===== src/sv/bfi_pkg.sv =====
`timescale 1ns / 1ps
// ----------------------------------------------------------------------------
// bfi_pkg
// Shared types and constants of the bloom filter insert block: filter geometry,
// hash seeds, field widths, mode and status codes, and the command word that
// travels from the front end to the back end.
// ----------------------------------------------------------------------------
package bfi_pkg;

  // filter geometry
  localparam int FILTER_BITS = 16384;
  localparam int WORD_W      = 32;
  localparam int WORD_COUNT  = FILTER_BITS / WORD_W;
  localparam int WORD_AW     = $clog2(WORD_COUNT);
  localparam int BIT_AW      = $clog2(WORD_W);
  localparam int POS_W       = $clog2(FILTER_BITS);

  // hashing
  localparam int SEED_COUNT = 4;
  localparam int HIDX_W     = $clog2(SEED_COUNT);
  localparam int HASH_W     = 32;
  localparam logic [HASH_W-1:0] FNV_PRIME = 32'h0100_0193;
  localparam logic [SEED_COUNT-1:0][HASH_W-1:0] SEEDS = {
    32'h9876_5432, 32'habcd_ef12, 32'h76a5_4d32, 32'h15a4_db35
  };

  // word fields
  localparam int MODE_W   = 2;
  localparam int BYTE_W   = 8;
  localparam int WIDX_W   = 9;
  localparam int STATUS_W = 2;
  localparam int LEN_W    = 7;

  // key length tracking
  localparam logic [LEN_W-1:0] COUNT_SAT = 7'd65;
  localparam logic [LEN_W-1:0] LEN_RESET = 7'd35;

  // input modes
  localparam logic [MODE_W-1:0] MODE_KEY   = 2'd0;
  localparam logic [MODE_W-1:0] MODE_CLEAR = 2'd1;
  localparam logic [MODE_W-1:0] MODE_READ  = 2'd2;

  // result status codes
  localparam logic [STATUS_W-1:0] ST_INSERTED = 2'd0;
  localparam logic [STATUS_W-1:0] ST_LEN_ERR  = 2'd1;
  localparam logic [STATUS_W-1:0] ST_READ     = 2'd2;

  // command queue
  localparam int QUEUE_DEPTH = 4;
  localparam int QPTR_W      = $clog2(QUEUE_DEPTH);
  localparam int QCNT_W      = $clog2(QUEUE_DEPTH + 1);

  typedef enum logic [1:0] {
    OP_INSERT,
    OP_ERROR,
    OP_READ,
    OP_CLEAR
  } op_t;

  typedef struct packed {
    op_t                              op;
    logic [SEED_COUNT-1:0][POS_W-1:0] pos;
    logic [WIDX_W-1:0]                widx;
  } cmd_t;

endpackage


===== src/sv/bfi_queue.sv =====
`timescale 1ns / 1ps
// ----------------------------------------------------------------------------
// bfi_queue
// Short command queue between the front and back ends, so that hashing goes
// on while the back end works on the filter memory.
// ----------------------------------------------------------------------------
module bfi_queue import bfi_pkg::*; (
  input  logic clk,
  input  logic rst,
  input  cmd_t push_cmd,
  input  logic push_valid,
  output logic push_ready,
  output cmd_t pop_cmd,
  output logic pop_valid,
  input  logic pop_ready
);

  cmd_t              entries [QUEUE_DEPTH];
  logic [QPTR_W-1:0] wr_ptr;
  logic [QPTR_W-1:0] rd_ptr;
  logic [QCNT_W-1:0] count;
  logic              do_push;
  logic              do_pop;

  assign push_ready = (count != QCNT_W'(QUEUE_DEPTH));
  assign pop_valid  = (count != '0);
  assign pop_cmd    = entries[rd_ptr];
  assign do_push    = push_valid && push_ready;
  assign do_pop     = pop_valid && pop_ready;

  // storage
  always_ff @(posedge clk) begin
    if (do_push) begin
      entries[wr_ptr] <= push_cmd;
    end
  end

  // pointers and fill level
  always_ff @(posedge clk) begin
    if (rst) begin
      wr_ptr <= '0;
      rd_ptr <= '0;
      count  <= '0;
    end else begin
      if (do_push) begin
        wr_ptr <= wr_ptr + 1'b1;
      end
      if (do_pop) begin
        rd_ptr <= rd_ptr + 1'b1;
      end
      if (do_push && !do_pop) begin
        count <= count + 1'b1;
      end else if (do_pop && !do_push) begin
        count <= count - 1'b1;
      end
    end
  end

endmodule


===== config.mk =====
export PLATFORM = sky130hd
export DESIGN_NAME = bfi_queue
export DESIGN_NICKNAME = d
export VERILOG_FILES = /design/src/sv/bfi_pkg.sv /design/src/sv/bfi_queue.sv
export SDC_FILE = /design/constraint.sdc
export NUM_CORES = 1
export LEC_CHECK = 0
export BUFFER_PORTS_ARGS = -buffer_cell sky130_fd_sc_hd__buf_2
export CAP_MARGIN = 25
export CORE_ASPECT_RATIO = 0.5
export CORE_MARGIN = 1.5
export CORE_UTILIZATION = 59
export CTS_BUF_LIST = sky130_fd_sc_hd__clkbuf_8
export CTS_CLUSTER_SIZE = 24
export DETAILED_ROUTE_END_ITERATION = 7
export GPL_TIMING_DRIVEN = 0
export PLACE_DENSITY = 0.82
export REMOVE_ABC_BUFFERS = 1
export SETUP_SLACK_MARGIN = 0.5
export SLEW_MARGIN = 25
export SYNTH_ARGS = -nofsm -noshare
export SYNTH_HDL_FRONTEND = slang
export SYNTH_SLANG_ARGS = --single-unit

===== constraint.sdc =====
create_clock -name clk -period 3.6 [get_ports clk]
set_clock_uncertainty 0.1 [all_clocks]
set_input_delay 0.18 -clock clk [delete_from_list [all_inputs] [get_ports clk]]
set_output_delay 0.18 -clock clk [all_outputs]
set_load 0.05 [all_outputs]

==> results of run 1 <==
[routing by layer]
metal	vias to the layer above	track usage, %	wire [µm]
li1	2182	-	-
met1	2506	27.0	7650
met2	118	34.7	9290
met3	23	4.19	800
met4	0	5.49	235
met5	-	0	0
[registers in the layout, summed over array words and instances (netlist names), named ones only]
signal and flops:
entries 268, wr_ptr 2, rd_ptr 2, count 3
[cells in the mapped netlist, drive strengths merged]
cell and n:
edfxtp 268, mux4 67, buf 15, dfxtp 9, nor2 8, ha 5
and2 4, xor2 4, inv 3, mux2i 2, nand2b 2, or3 2
a21boi 1, a21oi 1, clkbuf 1, fa 1, mux2 1, nand2 1
o21ai 1, o311ai 1, o31ai 1
[final cells by class]
class	count	area [µm²]
multi-input combinational	102	1790
clock inverter	26	100
tap	227	284
inverter	3	11.3
fill	939	4050
sequential	277	8240
timing repair buffer	216	1570
clock buffer	41	564
[worst register-to-register path: stages (launching register included)]
cell	delay (ns)
dfxtp_1	0.46
nor2_1	0.11
a21boi_2	0.36
ha_1	0.27
inv_1	0.07
fa_1	0.39
xor2_1	0.18
or3_1	0.31
a21oi_1	0.15
[through the flow]
step | std cells | total power [mW]
after global routing | 892 | 9.68
after global placement | 748 | 7.24
after CTS | 892 | 9.41
after detailed placement | 755 | 7.25
after floorplan | 382 | 6.50
final | 892 | 9.31
[where the power goes]
group | internal (mW) | switching [mW]
Sequential | 3.92 | 0.143
Clock | 1.04 | 1.06
Combinational | 1.03 | 2.10
[cell families (layout without fill, tap and decap cells)]
logic type	after synthesis	after routing
AO/OA/AOI/OAI	5	5
adder cells (fa/ha/maj)	6	6
XOR/XNOR	4	4
AND/OR/NAND/NOR	17	17
buffers and inverters	19	286
multiplexers	70	70
flip-flops	277	277
[cell usage in the layout, fill, tap and decap left out, types with 3 or more instances in the layout]
master	instances
buf_2	139
clkinv_1	5
ha_1	5
dlygate4sd3_1	70
and2_4	4
buf_16	4
nor2_1	8
edfxtp_1	268
inv_1	22
clkbuf_8	41
dfxtp_1	7
mux4_2	67
xor2_1	4
buf_12	3
[worst paths after layout]
path | slack, ns | start | to
worst max-delay path | 1.15 | count[0] | count[2]
worst min-delay path | 0.07 | push_valid | wr_ptr[1]
worst max register to register | 1.15 | count[0] | count[2]
worst min register to register | 0.43 | rd_ptr[0] | rd_ptr[0]
==> run metrics, run 1 <==
Cells after Synth 398; CP cell instances nor2_1 > a21boi_2 > ha_1 > inv_1 > fa_1 > xor2_1 > or3_1 > a21oi_1; initial core utilization 61.3%; vias per cell 5.41; Fin Hold WS 0.0663 ns; fmax 0.408 GHz; R2R depth 8; Fin. Hold Viols 0; setup ws final 1.15 ns; slowest stage cell, crit path dfxtp_1; clk_lat worst skew 0.49 ns; critical path type reg2reg; WL final 18.0 mm; RSZ-0062 raised after global routing no; Die ar. 18,100 µm²; VDD IR max 0.657 mV; CP max FO 7; Seq/Total Area, Yosys 80.9%; layout cells sized above 1 39.7%; PwrDens 741 nW/µm²; DP HPWL 10.6 mm; Core ar. 16,600 µm²; final setup fails 0; initial antenna violation count 0; mux contribution to synthesized area 15.1%; crit share post-route 68.1%; Hold Buf Count CTS 70; Final Slew Violations 0; CP Depth 8; Critical Path End Type register; vias in the first global route 4,965; outcome completed; slowest stage delay, CP 0.46 ns; post-CTS setup buffers 0; gpl congestion 0.692; Die X 189 µm; Buf/Inv on CP 1; post-cts resize count 0; min Tclk post-route 2.45 ns; Mean Syn Cell Area 25.5 µm²; first-pass GRT wire length 27.0 mm; worst path arrival time 2.78 ns; DRC Markers 0; Net count, final 715; Setup TNS 0 ns; Yosys reg bits 277; Max transition margin 62.4%; Yosys top cell area share 79.2%; clk buf depth 3; largest cells by area after synthesis edfxtp_1, mux4_2, dfxtp_1, buf_12, ha_1; synth unique cells 25; register clock-pin slew on the reported worst setup and hold paths 0.06 ns; Synth Area in Simple Gates 0.825%; largest family of logic cells by synthesized area multiplexers; leakage 4.35 nW; io pins 140; Layout Cell Area excl Fill 12,600 µm²; Num CTS Buffers 38; clk root buf clkbuf_8; CTS Sinks 277; die height 95.8 µm; CTS H-tree depth 2; hold-critical path depth 3; Final Core Density 75.6%; antenna diode count 0; pin count of the biggest net entering global routing 39; row cnt 33; Synth Area in Compound Gates 0.369%; DR pass1 iterations 4; Largest delay share family, worst path adder cells; Hold Crit Class in2reg; Area Overhead vs Synth 23.4%; GR Overflow Total 0; dpl ws 1.14 ns; xor/xnor share of the synthesized area 0.345%; max-cap violation count 0; drt initial violations 234; CTS tree done; adder-cell share of the synthesized area 0.812%; wire length per cell 20.1 µm; GR Util All Layers 20.2%; Slew @ Worst Pin 0.557 ns; CP startpoint kind register; Post-Place Cell Area 11,200 µm²; Vias 4,829; Yosys warnings 0; remaining antenna violation count 0; area leader, netlist edfxtp_1; IO Port Bufs 139; Synth Cell Area 10,200 µm²; CP Data Required Time 3.92 ns
(Power assumes the default switching activity.)
==> run 2, diff against run 1 <==
CORE_UTILIZATION = 53   (was 59)
PLACE_DENSITY = 0.77   (was 0.82)
clock period = 2.1 ns   (was 3.6 ns; I/O delays follow)
==> run metrics, run 2 (synthesis results as in run 1) <==
dpl ws -0.274 ns; Post-Place Cell Area 11,200 µm²; largest register by flop count entries; most common cell after layout, fill and taps aside edfxtp_1; die height 101 µm; Hold Crit Class in2reg; io pins 140; max FFs per register 268; critical path type reg2out; Critical Path End Type output port; DRC Markers 0; CP max FO 7; final setup fails 67; Die ar. 20,100 µm²; max-cap violation count 0; top flop regs entries (268), count (3); DR pass1 iterations 5; Max transition margin 72.0%; vias per cell 5.58; IO Port Bufs 139; Area Overhead vs Synth 45.8%; clk buf depth 3; Post-Layout Cell Count 1,012; CTS tree done; CP Data Required Time 1.89 ns; clk_lat worst skew 0.53 ns; PwrDens 1300 nW/µm²; crit share post-route 105%; setup ws final -0.101 ns; worst path arrival time 2.00 ns; failing checks setup timing; RSZ-0062 raised after global routing yes; remaining antenna violation count 0; CTS H-tree depth 2; Slew @ Worst Pin 0.415 ns; commonest non-fill, non-tap cells in the layout edfxtp_1, buf_6, buf_2; Vias 5,651; gpl congestion 0.665; wire length per cell 26.2 µm; initial antenna violation count 0; Fin. Hold Viols 0; leakage 5.27 nW; min Tclk post-route 2.20 ns; row cnt 35; fmax 0.454 GHz; clk root buf clkbuf_8; Net count, final 807; placed cell count 787; Fin Hold WS 0.186 ns; VDD IR max 0.933 mV; Die X 199 µm; CP startpoint kind register; Core ar. 18,600 µm²; WL final 26.6 mm; R2R depth 7; Final Slew Violations 0; CTS Sinks 277; first-pass GRT wire length 34.2 mm; GR Overflow Total 0; initial core utilization 54.6%; Layout Cell Area excl Fill 14,800 µm²; Num CTS Buffers 39; vias in the first global route 5,585; layout cells sized above 1 49.3%; drt initial violations 464; antenna diode count 0; Setup TNS -3.66 ns; pin count of the biggest net entering global routing 36; GR Util All Layers 24.2%; register clock-pin slew on the reported worst setup and hold paths 0.07 ns; hold-critical path depth 5; outcome finished with violations; DP HPWL 10.8 mm
run 2: changes by cell type in the layout (fill, tap and decap cells not counted), sizes merged:
cell / change
and2: +6
clkinv: -1
inv: -6
buf: +75
clkinvlp: +1
dlygate4sd3: -1
clkbuf: +13
bufinv: +1
run 2: final cells by class:
| cell class | count | area, µm² |
|---|---|---|
| sequential | 277 | 8240 |
| fill | 934 | 3780 |
| timing repair buffer | 301 | 3660 |
| multi-input combinational | 108 | 1890 |
| clock buffer | 43 | 592 |
| tap | 259 | 324 |
| clock inverter | 21 | 110 |
| inverter | 3 | 11.3 |
run 2: final timing paths:
path	start	to	slack (ns)
worst max-delay path	register	pop_cmd[4]	-0.10
worst min register to register	rd_ptr[1]	register	0.44
worst max register to register	count[1]	count[2]	0.09
worst min-delay path	push_valid	count[1]	0.19
run 2: metrics by stage:
step	util (%)	power [mW]
after floorplan	-	11.0
after global placement	59.3	11.5
after detailed placement	60.3	12.4
after CTS	76.5	18.7
after global routing	79.7	19.9
final	79.7	19.3
run 2: timing repair:
item	in CTS	in global routing
setup buffers	38	15
hold endpoints to repair	277	0
setup endpoints to repair	340	334
hold buffers	69	0
pin swaps	9	3
cloned	23	16
resized for setup	211	17
run 2: critical path, cell delays in order, from the launching register on:
cell     delay, ns
dfxtp_4       0.43
buf_12        0.16
buf_16        0.15
mux4_2        0.54
buf_8         0.17
run 2: per-layer routing:
metal  wire [µm]  vias to the layer above  GRT usage, %
met5           0                        -             0
met4         451                        0          4.95
met3        2070                       49          5.55
met2       13200                      260          39.5
met1       10900                     2953          34.1
li1            -                     2389             -
run 2: where the power goes:
group	leakage [nW]	total, mW	internal (mW)	switching, mW
Clock	0.404	3.98	1.99	1.99
Sequential	2.53	6.96	6.72	0.236
Combinational	2.33	8.33	3.84	4.49
Total	5.27	19.3	12.5	6.71
==> run 3, diff against run 2 <==
CORE_UTILIZATION = 40   (was 53)
PLACE_DENSITY = not set   (was 0.77)
==> run metrics, run 3 (synthesis results as in run 1) <==
outcome finished with violations; failing checks setup timing; gpl congestion 0.664; vias in the first global route 5,752; CTS H-tree depth 2; critical path type reg2out; Post-Layout Cell Count 1,090; WL final 24.8 mm; Core ar. 24,500 µm²; clk_lat worst skew 0.53 ns; PwrDens 1280 nW/µm²; DR pass1 iterations 4; DP HPWL 11.2 mm; row cnt 40; max FFs per register 268; largest register by flop count entries; Post-Place Cell Area 11,300 µm²; worst path arrival time 2.03 ns; max-cap violation count 0; FF-to-FF Start count[1]; vias per cell 4.97; die height 116 µm; min Tclk post-route 2.23 ns; first-pass GRT wire length 36.0 mm; initial antenna violation count 0; Num CTS Buffers 39; Die X 228 µm; most common cell after layout, fill and taps aside edfxtp_1; IO Port Bufs 139; CTS Sinks 277; Die ar. 26,400 µm²; HP Start push_valid; RSZ-0062 raised after global routing yes; setup ws final -0.135 ns; layout cells sized above 1 48.8%; leakage 5.24 nW; VDD IR max 0.871 mV; Max transition margin 70.6%; Fin. Hold Viols 0; pin count of the biggest net entering global routing 36; io pins 140; clk root buf clkbuf_8; clk buf depth 3; register clock-pin slew on the reported worst setup and hold paths 0.06 ns; Hold Crit Class in2reg; Slew @ Worst Pin 0.436 ns; CP max FO 8; fmax 0.448 GHz; CP Data Required Time 1.89 ns; commonest non-fill, non-tap cells in the layout edfxtp_1, buf_6, buf_2; Layout Cell Area excl Fill 14,800 µm²; Pwr Total 19.0 mW; drt initial violations 387; CP startpoint kind register; final setup fails 55; Fill cells 1,762; initial core utilization 41.5%; Vias 5,413; top flop regs entries (268), count (3); wire length per cell 22.8 µm; Net count, final 807; DRC Markers 0; CTS tree done; Final Core Density 60.6%; antenna diode count 0; placed cell count 865; GR Overflow Total 0; GR Util All Layers 19.1%; Area Overhead vs Synth 45.9%; remaining antenna violation count 0; crit share post-route 106%; Critical Path End Type output port; Final Slew Violations 0
run 3: where the power goes:
group          total [mW]  internal (mW)  switching (mW)  leakage, nW
combinational        8.26           3.82            4.43         2.31
sequential           6.90           6.72           0.187         2.53
clock                3.84           1.88            1.96        0.401
run 3: final cells by class:
type	count	area (µm²)	share of cell area (%)
clock buffers	40	551	3.71
clock inverters	25	128	0.860
inverters	3	11.3	0.0759
multi-input cells	105	1860	12.6
flip-flops and latches	277	8240	55.6
well taps	336	420	2.83
repair buffers	304	3620	24.4
run 3: worst max-delay path, cell delays in order, from the launching register on:
cell,delay [ns]
dfxtp_4,0.38
buf_12,0.14
buf_12,0.12
buf_16,0.15
mux4_2,0.53
buf_6,0.17
run 3: path summary, 6_finish.rpt:
check                      to  slack, ns  depth (start not counted)
setup / recovery  pop_cmd[46]      -0.13                          5
hold / removal       count[1]       0.18                          5
setup reg to reg     count[2]       0.10                          7
hold reg to reg      register       0.43                          2
run 3: timing repair:
action                                 CTS  global route
endpoints found under the hold margin  277             0
resized for setup                      216            12
cloned                                  24             3
pin swaps                               10             2
setup endpoints to repair              340           317
hold buffers                            69             0
setup buffers                           55             9
run 3: metrics by stage:
step | hold WS (ns) | setup slack, ns | TNS (ns)
CTS | 0.111 | -0.154 | -4.86
floorplan | 0.0741 | -1.77 | -335.38
global route | 0.181 | -0.213 | -8.58
global placement | 0.218 | -3.34 | -858.78
finish | 0.175 | -0.135 | -4.10
detailed placement | 0.224 | -0.311 | -25.92
run 3: layer usage:
| layer | wire, µm | GRT usage [%] | part of all wire [%] |
|---|---|---|---|
| met5 | 0 | 0 | 0 |
| met4 | 367 | 4.64 | 1.5 |
| met3 | 1190 | 3.96 | 4.8 |
| met2 | 12000 | 30.5 | 48 |
| met1 | 11300 | 27.3 | 45 |
