--- src/sv/bfi_pkg.sv ---
`timescale 1ns / 1ps
// ----------------------------------------------------------------------------
// bfi_pkg
// Shared types and constants of the bloom filter insert block: filter geometry,
// hash seeds, field widths, mode and status codes, and the command word that
// travels from the front end to the back end.
// ----------------------------------------------------------------------------
package bfi_pkg;

  // filter geometry
  localparam int FILTER_BITS = 16384;
  localparam int WORD_W      = 32;
  localparam int WORD_COUNT  = FILTER_BITS / WORD_W;
  localparam int WORD_AW     = $clog2(WORD_COUNT);
  localparam int BIT_AW      = $clog2(WORD_W);
  localparam int POS_W       = $clog2(FILTER_BITS);

  // hashing
  localparam int SEED_COUNT = 4;
  localparam int HIDX_W     = $clog2(SEED_COUNT);
  localparam int HASH_W     = 32;
  localparam logic [HASH_W-1:0] FNV_PRIME = 32'h0100_0193;
  localparam logic [SEED_COUNT-1:0][HASH_W-1:0] SEEDS = {
    32'h9876_5432, 32'habcd_ef12, 32'h76a5_4d32, 32'h15a4_db35
  };

  // word fields
  localparam int MODE_W   = 2;
  localparam int BYTE_W   = 8;
  localparam int WIDX_W   = 9;
  localparam int STATUS_W = 2;
  localparam int LEN_W    = 7;

  // key length tracking
  localparam logic [LEN_W-1:0] COUNT_SAT = 7'd65;
  localparam logic [LEN_W-1:0] LEN_RESET = 7'd35;

  // input modes
  localparam logic [MODE_W-1:0] MODE_KEY   = 2'd0;
  localparam logic [MODE_W-1:0] MODE_CLEAR = 2'd1;
  localparam logic [MODE_W-1:0] MODE_READ  = 2'd2;

  // result status codes
  localparam logic [STATUS_W-1:0] ST_INSERTED = 2'd0;
  localparam logic [STATUS_W-1:0] ST_LEN_ERR  = 2'd1;
  localparam logic [STATUS_W-1:0] ST_READ     = 2'd2;

  // command queue
  localparam int QUEUE_DEPTH = 4;
  localparam int QPTR_W      = $clog2(QUEUE_DEPTH);
  localparam int QCNT_W      = $clog2(QUEUE_DEPTH + 1);

  typedef enum logic [1:0] {
    OP_INSERT,
    OP_ERROR,
    OP_READ,
    OP_CLEAR
  } op_t;

  typedef struct packed {
    op_t                              op;
    logic [SEED_COUNT-1:0][POS_W-1:0] pos;
    logic [WIDX_W-1:0]                widx;
  } cmd_t;

endpackage

--- src/sv/bfi_ifs.sv ---
`timescale 1ns / 1ps
// ----------------------------------------------------------------------------
// bfi channel interfaces
// Valid/ready channels of the bloom filter insert block: the key byte input,
// the result output and the length register write port.
// ----------------------------------------------------------------------------
interface bfi_item_if import bfi_pkg::*; ();
  logic              valid;
  logic              ready;
  logic [MODE_W-1:0] mode;
  logic [BYTE_W-1:0] key_byte;
  logic              last_byte;
  logic [WIDX_W-1:0] word_index;

  modport source(output valid, mode, key_byte, last_byte, word_index, input ready);
  modport sink(input valid, mode, key_byte, last_byte, word_index, output ready);
endinterface


interface bfi_cfg_if import bfi_pkg::*; ();
  logic             valid;
  logic             ready;
  logic [LEN_W-1:0] expected_length;

  modport source(output valid, expected_length, input ready);
  modport sink(input valid, expected_length, output ready);
endinterface

--- src/sv/bfi_front.sv ---
`timescale 1ns / 1ps
// ----------------------------------------------------------------------------
// bfi_front
// Front end: takes input words, runs four FNV-1a hashes one byte a cycle when
// not stalled, counts key bytes, checks length at key end, queues commands.
// ----------------------------------------------------------------------------
module bfi_front import bfi_pkg::*; #(
  parameter int NUM_HASHES = 4
) (
  input  logic       clk,
  input  logic       rst,
  bfi_item_if.sink   item,
  bfi_cfg_if.sink    cfg,
  input  logic       init_done,
  output cmd_t       push_cmd,
  output logic       push_valid,
  input  logic       push_ready
);

  localparam int USED_HASHES = (NUM_HASHES < SEED_COUNT) ? NUM_HASHES : SEED_COUNT;

  logic [HASH_W-1:0] hash [SEED_COUNT];
  logic [HASH_W-1:0] hash_mul [SEED_COUNT];
  logic [LEN_W-1:0]  byte_count;
  logic [LEN_W-1:0]  count_inc;
  logic [LEN_W-1:0]  expected_length;
  logic              accepted;
  logic              key_end;
  logic              len_ok;

  // handshakes
  assign item.ready = push_ready && init_done;
  assign cfg.ready  = 1'b1;
  assign accepted   = item.valid && item.ready;

  // per-seed hash update
  always_comb begin
    for (int i = 0; i < SEED_COUNT; i++) begin
      hash_mul[i] = HASH_W'((hash[i] ^ {{(HASH_W-BYTE_W){1'b0}}, item.key_byte}) * FNV_PRIME);
    end
  end

  // saturating byte count and length check
  assign count_inc = (byte_count < COUNT_SAT) ? byte_count + 7'd1 : byte_count;
  assign len_ok    = (count_inc == expected_length);
  assign key_end   = (item.mode == MODE_KEY) && item.last_byte;

  // command to the back end
  always_comb begin
    push_valid    = 1'b0;
    push_cmd.op   = OP_READ;
    push_cmd.pos  = '0;
    push_cmd.widx = item.word_index;
    case (item.mode)
      MODE_KEY: begin
        push_valid  = accepted && item.last_byte;
        push_cmd.op = len_ok ? OP_INSERT : OP_ERROR;
        if (len_ok) begin
          for (int i = 0; i < USED_HASHES; i++) begin
            push_cmd.pos[i] = hash_mul[i][POS_W-1:0];
          end
        end
      end
      MODE_CLEAR: begin
        push_valid  = accepted;
        push_cmd.op = OP_CLEAR;
      end
      MODE_READ: begin
        push_valid  = accepted;
        push_cmd.op = OP_READ;
      end
      default: begin
        push_valid = 1'b0;
      end
    endcase
  end

  // hash state, byte count and length register
  always_ff @(posedge clk) begin
    if (rst) begin
      for (int i = 0; i < SEED_COUNT; i++) begin
        hash[i] <= SEEDS[i];
      end
      byte_count      <= '0;
      expected_length <= LEN_RESET;
    end else begin
      if (cfg.valid && cfg.ready) begin
        expected_length <= cfg.expected_length;
      end
      if (accepted) begin
        if (key_end || item.mode == MODE_CLEAR) begin
          for (int i = 0; i < SEED_COUNT; i++) begin
            hash[i] <= SEEDS[i];
          end
          byte_count <= '0;
        end else if (item.mode == MODE_KEY) begin
          for (int i = 0; i < SEED_COUNT; i++) begin
            hash[i] <= hash_mul[i];
          end
          byte_count <= count_inc;
        end
      end
    end
  end

  // a clear or key end restarts the key
  a_restart: assert property (@(posedge clk) disable iff (rst)
    accepted && (item.mode == MODE_CLEAR || key_end)
    |=> byte_count == '0 && hash[0] == SEEDS[0])
    else $error("key state not restarted");

  // nothing is queued before the initial clearing pass ends
  a_no_early_push: assert property (@(posedge clk) disable iff (rst)
    push_valid |-> init_done)
    else $error("command queued during initial clear");

endmodule

--- src/flat_wrapper.sv ---
// flat-port wrapper written by rule: the top's interface ports become plain ports
module bfi_front_flat import bfi_pkg::*;
#(
  parameter int NUM_HASHES = 4
)
  (clk, rst, init_done, push_cmd, push_valid, push_ready, item_valid, item_mode, item_key_byte, item_last_byte, item_word_index, item_ready, cfg_valid, cfg_expected_length, cfg_ready);
  bfi_item_if item_i ();
  bfi_cfg_if cfg_i ();
  input  logic clk;
  input  logic rst;
  input  logic init_done;
  output cmd_t push_cmd;
  output logic push_valid;
  input  logic push_ready;
  input wire logic [$bits(item_i.valid)-1:0] item_valid;
  input wire logic [$bits(item_i.mode)-1:0] item_mode;
  input wire logic [$bits(item_i.key_byte)-1:0] item_key_byte;
  input wire logic [$bits(item_i.last_byte)-1:0] item_last_byte;
  input wire logic [$bits(item_i.word_index)-1:0] item_word_index;
  output wire logic [$bits(item_i.ready)-1:0] item_ready;
  input wire logic [$bits(cfg_i.valid)-1:0] cfg_valid;
  input wire logic [$bits(cfg_i.expected_length)-1:0] cfg_expected_length;
  output wire logic [$bits(cfg_i.ready)-1:0] cfg_ready;
  assign item_i.valid = item_valid;
  assign item_i.mode = item_mode;
  assign item_i.key_byte = item_key_byte;
  assign item_i.last_byte = item_last_byte;
  assign item_i.word_index = item_word_index;
  assign item_ready = item_i.ready;
  assign cfg_i.valid = cfg_valid;
  assign cfg_i.expected_length = cfg_expected_length;
  assign cfg_ready = cfg_i.ready;
  bfi_front #(.NUM_HASHES(NUM_HASHES)) u_core (.clk(clk), .rst(rst), .item(item_i), .cfg(cfg_i), .init_done(init_done), .push_cmd(push_cmd), .push_valid(push_valid), .push_ready(push_ready));
endmodule
--- config.mk ---
export PLATFORM = sky130hd
export DESIGN_NAME = bfi_front_flat
export DESIGN_NICKNAME = d
export VERILOG_FILES = /design/src/sv/bfi_pkg.sv /design/src/sv/bfi_ifs.sv /design/src/sv/bfi_front.sv /design/src/flat_wrapper.sv
export SDC_FILE = /design/constraint.sdc
export NUM_CORES = 1
export LEC_CHECK = 0
export ABC_AREA = 1
export BUFFER_PORTS_ARGS = -buffer_cell sky130_fd_sc_hd__clkbuf_2
export CAP_MARGIN = 30
export CORE_MARGIN = 3
export CORE_UTILIZATION = 40
export DETAILED_ROUTE_END_ITERATION = 10
export GPL_ROUTABILITY_DRIVEN = 0
export GPL_TIMING_DRIVEN = 0
export PLACE_DENSITY = 0.63
export SYNTH_ARGS = -nofsm -noshare
export SYNTH_HDL_FRONTEND = slang
export SYNTH_SLANG_ARGS = --single-unit
--- constraint.sdc ---
create_clock -name clk -period 19.8 [get_ports clk]
set_clock_uncertainty 0.1 [all_clocks]
set_input_delay 2.97 -clock clk [delete_from_list [all_inputs] [get_ports clk]]
set_output_delay 2.97 -clock clk [all_outputs]
set_load 0.05 [all_outputs]
==> summary.md <==
| Metric | Value |
|---|---|
| Run status | complete, no violations |
| Hold Violations, Final | 0 |
| CTS tree | built |
| Area Growth Syn to Fin | 10.94% |
| Cell taking the most area after synthesis | sky130_fd_sc_hd__ha_1 |
| Max_slew headroom | 0.3324 |
| First-pass GRT wire length | 39.96 mm |
| Routed vias | 8180 |
| Initial Utilization | 0.4111 |
| Number of setup violations in the final report | 0 |
| WL per Instance | between 10 and 15 µm |
| Switching fraction of total power | 0.5400 |
| Dominant cell type by count on the critical path | sky130_fd_sc_hd__inv_1 |
| Max Slew Vio Count | 0 |
| Buffer levels on the longest clock path | 2 |
| Source of the worst register-to-register timing path | u_core.hash[1][3] |
| Area enclosed by the die boundary | 28080 µm² |
| Final Total Pwr | around 1.4 mW |
| Vias per cell | between 4 and 5 |
| Power share of the combinational group | 0.764 |
| Data arrival time of the worst path | ~8300 ps |
| Sum of negative setup slack | 0 ps |
| Ratio of final minimum period to clock period | 0.5749 |
| Required time worst endpoint | 16730 ps |
| Final period demand of the worst path | about 11000 ps |
| Max Fanout on Critical Path | 5 |
| Number of instances in the synthesized netlist | ~1300 |
| Leakage power of the design | 6.146 nW |
| Cell class contributing the biggest share of worst-path delay | adder cells |
| Number of cell rows | 58 |
| Final hold slack | between 300 and 400 ps |
| Share of total power in the clock network | 0.117 |
| Commonest cells after routing, fill and taps aside | 266 x sky130_fd_sc_hd__inv_1, 236 x sky130_fd_sc_hd__nand2_1, 230 x sky130_fd_sc_hd__ha_1, 84 x sky130_fd_sc_hd__clkbuf_2, 78 x sky130_fd_sc_hd__nor2_1 |
| Core area | approximately 25000 µm² |
| Number of setup buffers added after CTS | 0 |
| Number of CTS-inserted buffers | 9 |
| Highest achievable clock rate | 87.86 MHz |
| Number of different library cells in the post-synthesis netlist | 37 |
| CTS root buffer | sky130_fd_sc_hd__clkbuf_16 |
| Clock sink count | 70 |
| Hold-fix buffer count after cts | 0 |
| Power density cells | around 120 nW/µm² |
| Congestion Overflow GR | 0 |
| Layout Cells excl Fill | 1712 |
| Num ports | slightly above 100 |
| Reg-to-reg critical path endpoint | u_core.hash[1][13] |
| Largest net degree at the start of global routing | 15 |
| Net count after synthesis | ~1600 |
| Cells along the critical path | clkbuf_1 -> xor2_1 -> ha_1 -> ha_1 -> fa_1 -> ha_1 -> inv_1 -> fa_1 -> inv_1 -> ha_1 -> inv_1 -> fa_1 -> inv_1 -> ha_1 -> inv_1 -> nor3_1 -> nand3_1 -> nand4_1 -> inv_1 -> nand2_1 -> nand2_1 -> nor2_1 -> clkbuf_2 |
| Unrepaired setup endpoints after global routing | no |
| Internal power summed over all cells | about 630 µW |
| Part of the total power dissipated in sequential elements | 0.119 |
| CP endpoint kind | primary output |
| Horiz. Die Dim | ~170 µm |
| Number of antenna violations at the first check in global routing | 0 |
| Yosys warns | 0 |
| Post-synthesis average cell area | 8.158 µm² |
| Number of H-tree levels | 3 |
| Worst hold path class | flip-flop to flip-flop |
| Insertion delay of the later-clocked pin in the worst-skew pair | around 340 ps |
| Start point of the worst min-delay path | u_core.expected_length[3] |
| Remaining number of nets flagged by the antenna check after routing | 0 |
| Worst hold path stage count | 2 |
| Slowest Stage Delay on Critical Path | about 540 ps |
| Slew @ Worst Pin | a little under 1000 ps |
| Peak supply drop | ~0.00009 V |
| Initial drt markers | 499 |
| CP Launch Point | item_key_byte[4] |
| Placed Cells | ~1700 |
| Register-to-register path setup slack | approximately 15000 ps |
| Hold endpoint | u_core.expected_length[3] |
| Fraction of post-synthesis cell area in the top cell type by area | 0.2756 |
| Net Sw Power | about 740 µW |
| IO Port Bufs | 84 |
| Nets@finish | between 1500 and 2000 |
| Sum of buffers and inverters on the critical path | 8 |
| Fraction of layout instances using a drive strength above 1 | 0.1259 |
| Post-route DRC | 0 |
| Vias in the first global route | a little over 8000 |
| Synth Cell Area | between 10000 and 15000 µm² |
| CTS-repair resized insts | 0 |
| Inserted Diodes | 0 |
| Register area share after synthesis | 0.1745 |
| Main area contributors after synthesis | sky130_fd_sc_hd__ha_1 28%, sky130_fd_sc_hd__edfxtp_1 12%, sky130_fd_sc_hd__fa_1 11% |
| Final Routed Wirelength | ~25 mm |
| DP HPWL | about 21 mm |
| Clock-pin slew on the worst setup and hold paths | 70 ps |
| Max Cap Viol | 0 |
| Number of flip-flops and latches in the synthesized netlist | 70 |
| Number of cells on the worst reg-to-reg path | 19 |
| Router iterations before antenna repair | 5 |
| Commonest non-fill, non-tap cell in the layout | sky130_fd_sc_hd__inv_1 |
| Die H | between 150 and 200 µm |
| Worst Setup Start Kind | input pin |
| Cell with the largest stage delay on the worst path | sky130_fd_sc_hd__fa_1 |
| Setup Crit Path Kind | input pin to primary output |
| Global router's overall resource usage | 0.1762 |
==> per-stage QoR <==
stage	instance area, µm²	worst slack (ps)	util
detailed placement	11300	8385	0.4448
global route	11580	8112	0.4561
finish	11580	8418	0.4561
floorplan	10440	8890	-
global placement	11280	8384	0.4439
CTS	11580	8377	0.4561
==> power groups by stage <==
| stage | clock network (mW) | registers, mW | logic [mW] |
|---|---|---|---|
| 6_report | 0.161 | 0.163 | 1.05 |
| 5_1_grt | 0.169 | 0.164 | 1.22 |
| 4_1_cts | 0.165 | 0.163 | 1.06 |
| 3_5_place_dp | 0 | 0.166 | 1.05 |
| 3_3_place_gp | 0 | 0.166 | 1.03 |
| 2_1_floorplan | 0 | 0.165 | 0.821 |
==> sequential cells by signal, indices dropped and copies added (netlist names) <==
signal	cells
u_core.byte_count	7
u_core.expected_length	7
u_core.hash	56
==> Yosys cell counts <==
master                      count
sky130_fd_sc_hd__a21o_1         1
sky130_fd_sc_hd__a21oi_1       41
sky130_fd_sc_hd__a31oi_1        3
sky130_fd_sc_hd__and2_1         1
sky130_fd_sc_hd__buf_2          3
sky130_fd_sc_hd__buf_4         10
sky130_fd_sc_hd__buf_6          2
sky130_fd_sc_hd__buf_8          3
sky130_fd_sc_hd__clkbuf_1      12
sky130_fd_sc_hd__clkinv_1       1
sky130_fd_sc_hd__conb_1         1
sky130_fd_sc_hd__dfxtp_1       28
sky130_fd_sc_hd__edfxtp_1      42
sky130_fd_sc_hd__fa_1          56
sky130_fd_sc_hd__ha_1         230
sky130_fd_sc_hd__inv_1        266
sky130_fd_sc_hd__inv_2          4
sky130_fd_sc_hd__nand2_1      236
sky130_fd_sc_hd__nand2_2        2
sky130_fd_sc_hd__nand3_1       49
sky130_fd_sc_hd__nand3_2        1
sky130_fd_sc_hd__nand3b_1       8
sky130_fd_sc_hd__nand4_1       12
sky130_fd_sc_hd__nor2_1        78
sky130_fd_sc_hd__nor2_2        11
sky130_fd_sc_hd__nor2_4        31
sky130_fd_sc_hd__nor3_1         4
sky130_fd_sc_hd__nor3_2         1
sky130_fd_sc_hd__o2111ai_1      1
sky130_fd_sc_hd__o21a_1         1
sky130_fd_sc_hd__o21ai_0       21
sky130_fd_sc_hd__o21bai_1       6
sky130_fd_sc_hd__o22ai_1        8
sky130_fd_sc_hd__o31ai_1        1
sky130_fd_sc_hd__or2_2          5
sky130_fd_sc_hd__xnor2_1       40
sky130_fd_sc_hd__xor2_1        60
==> cells by family (layout without fill, tap and decap cells) <==
logic type | Yosys count | in the layout | synth area share
compound gates | 83 | 83 | 0.04361
xor+xnor | 100 | 100 | 0.08387
fa+ha+maj | 286 | 286 | 0.3829
buf+inv | 301 | 403 | 0.1168
flops | 70 | 70 | 0.1745
other cells | 1 | 1 | 0.0003591
simple gates | 439 | 439 | 0.1979
==> cell type report <==
cell class,instances,area [µm²]
fillers,2511,13810
multi-input cells,909,7401
clock buffers,11,254.0
clock inverters,5,32.53
flip-flops and latches,70,1822
inverters,271,1017
well taps,330,412.9
repair buffers,86,442.9
plain buffers,30,202.7
==> worst max path at each step <==
stage | end | slack, ps | cells past startpoint
2_1_floorplan | push_cmd[64] | 8890 | 22
3_3_place_gp | push_cmd[64] | 8380 | 23
3_5_place_dp | push_cmd[64] | 8380 | 23
4_1_cts | push_cmd[64] | 8380 | 23
5_1_grt | push_cmd[64] | 8110 | 23
6_report | push_cmd[64] | 8420 | 23
==> tightest hold or removal path, stage by stage, from the launching register on <==
cell	delay (ps)
sky130_fd_sc_hd__dfxtp_1	310
sky130_fd_sc_hd__inv_1	60
sky130_fd_sc_hd__a21oi_1	60
==> per-layer routing <==
metal / vias up / share of wire / track usage
li1: 4218 / - / -
met1: 3773 / 0.47 / 0.2396
met2: 161 / 0.46 / 0.2994
met3: 28 / 0.047 / 0.02077
met4: 0 / 0.018 / 0.04447
met5: - / 0 / 0
Note: power is estimated with default switching activity, not from simulation.
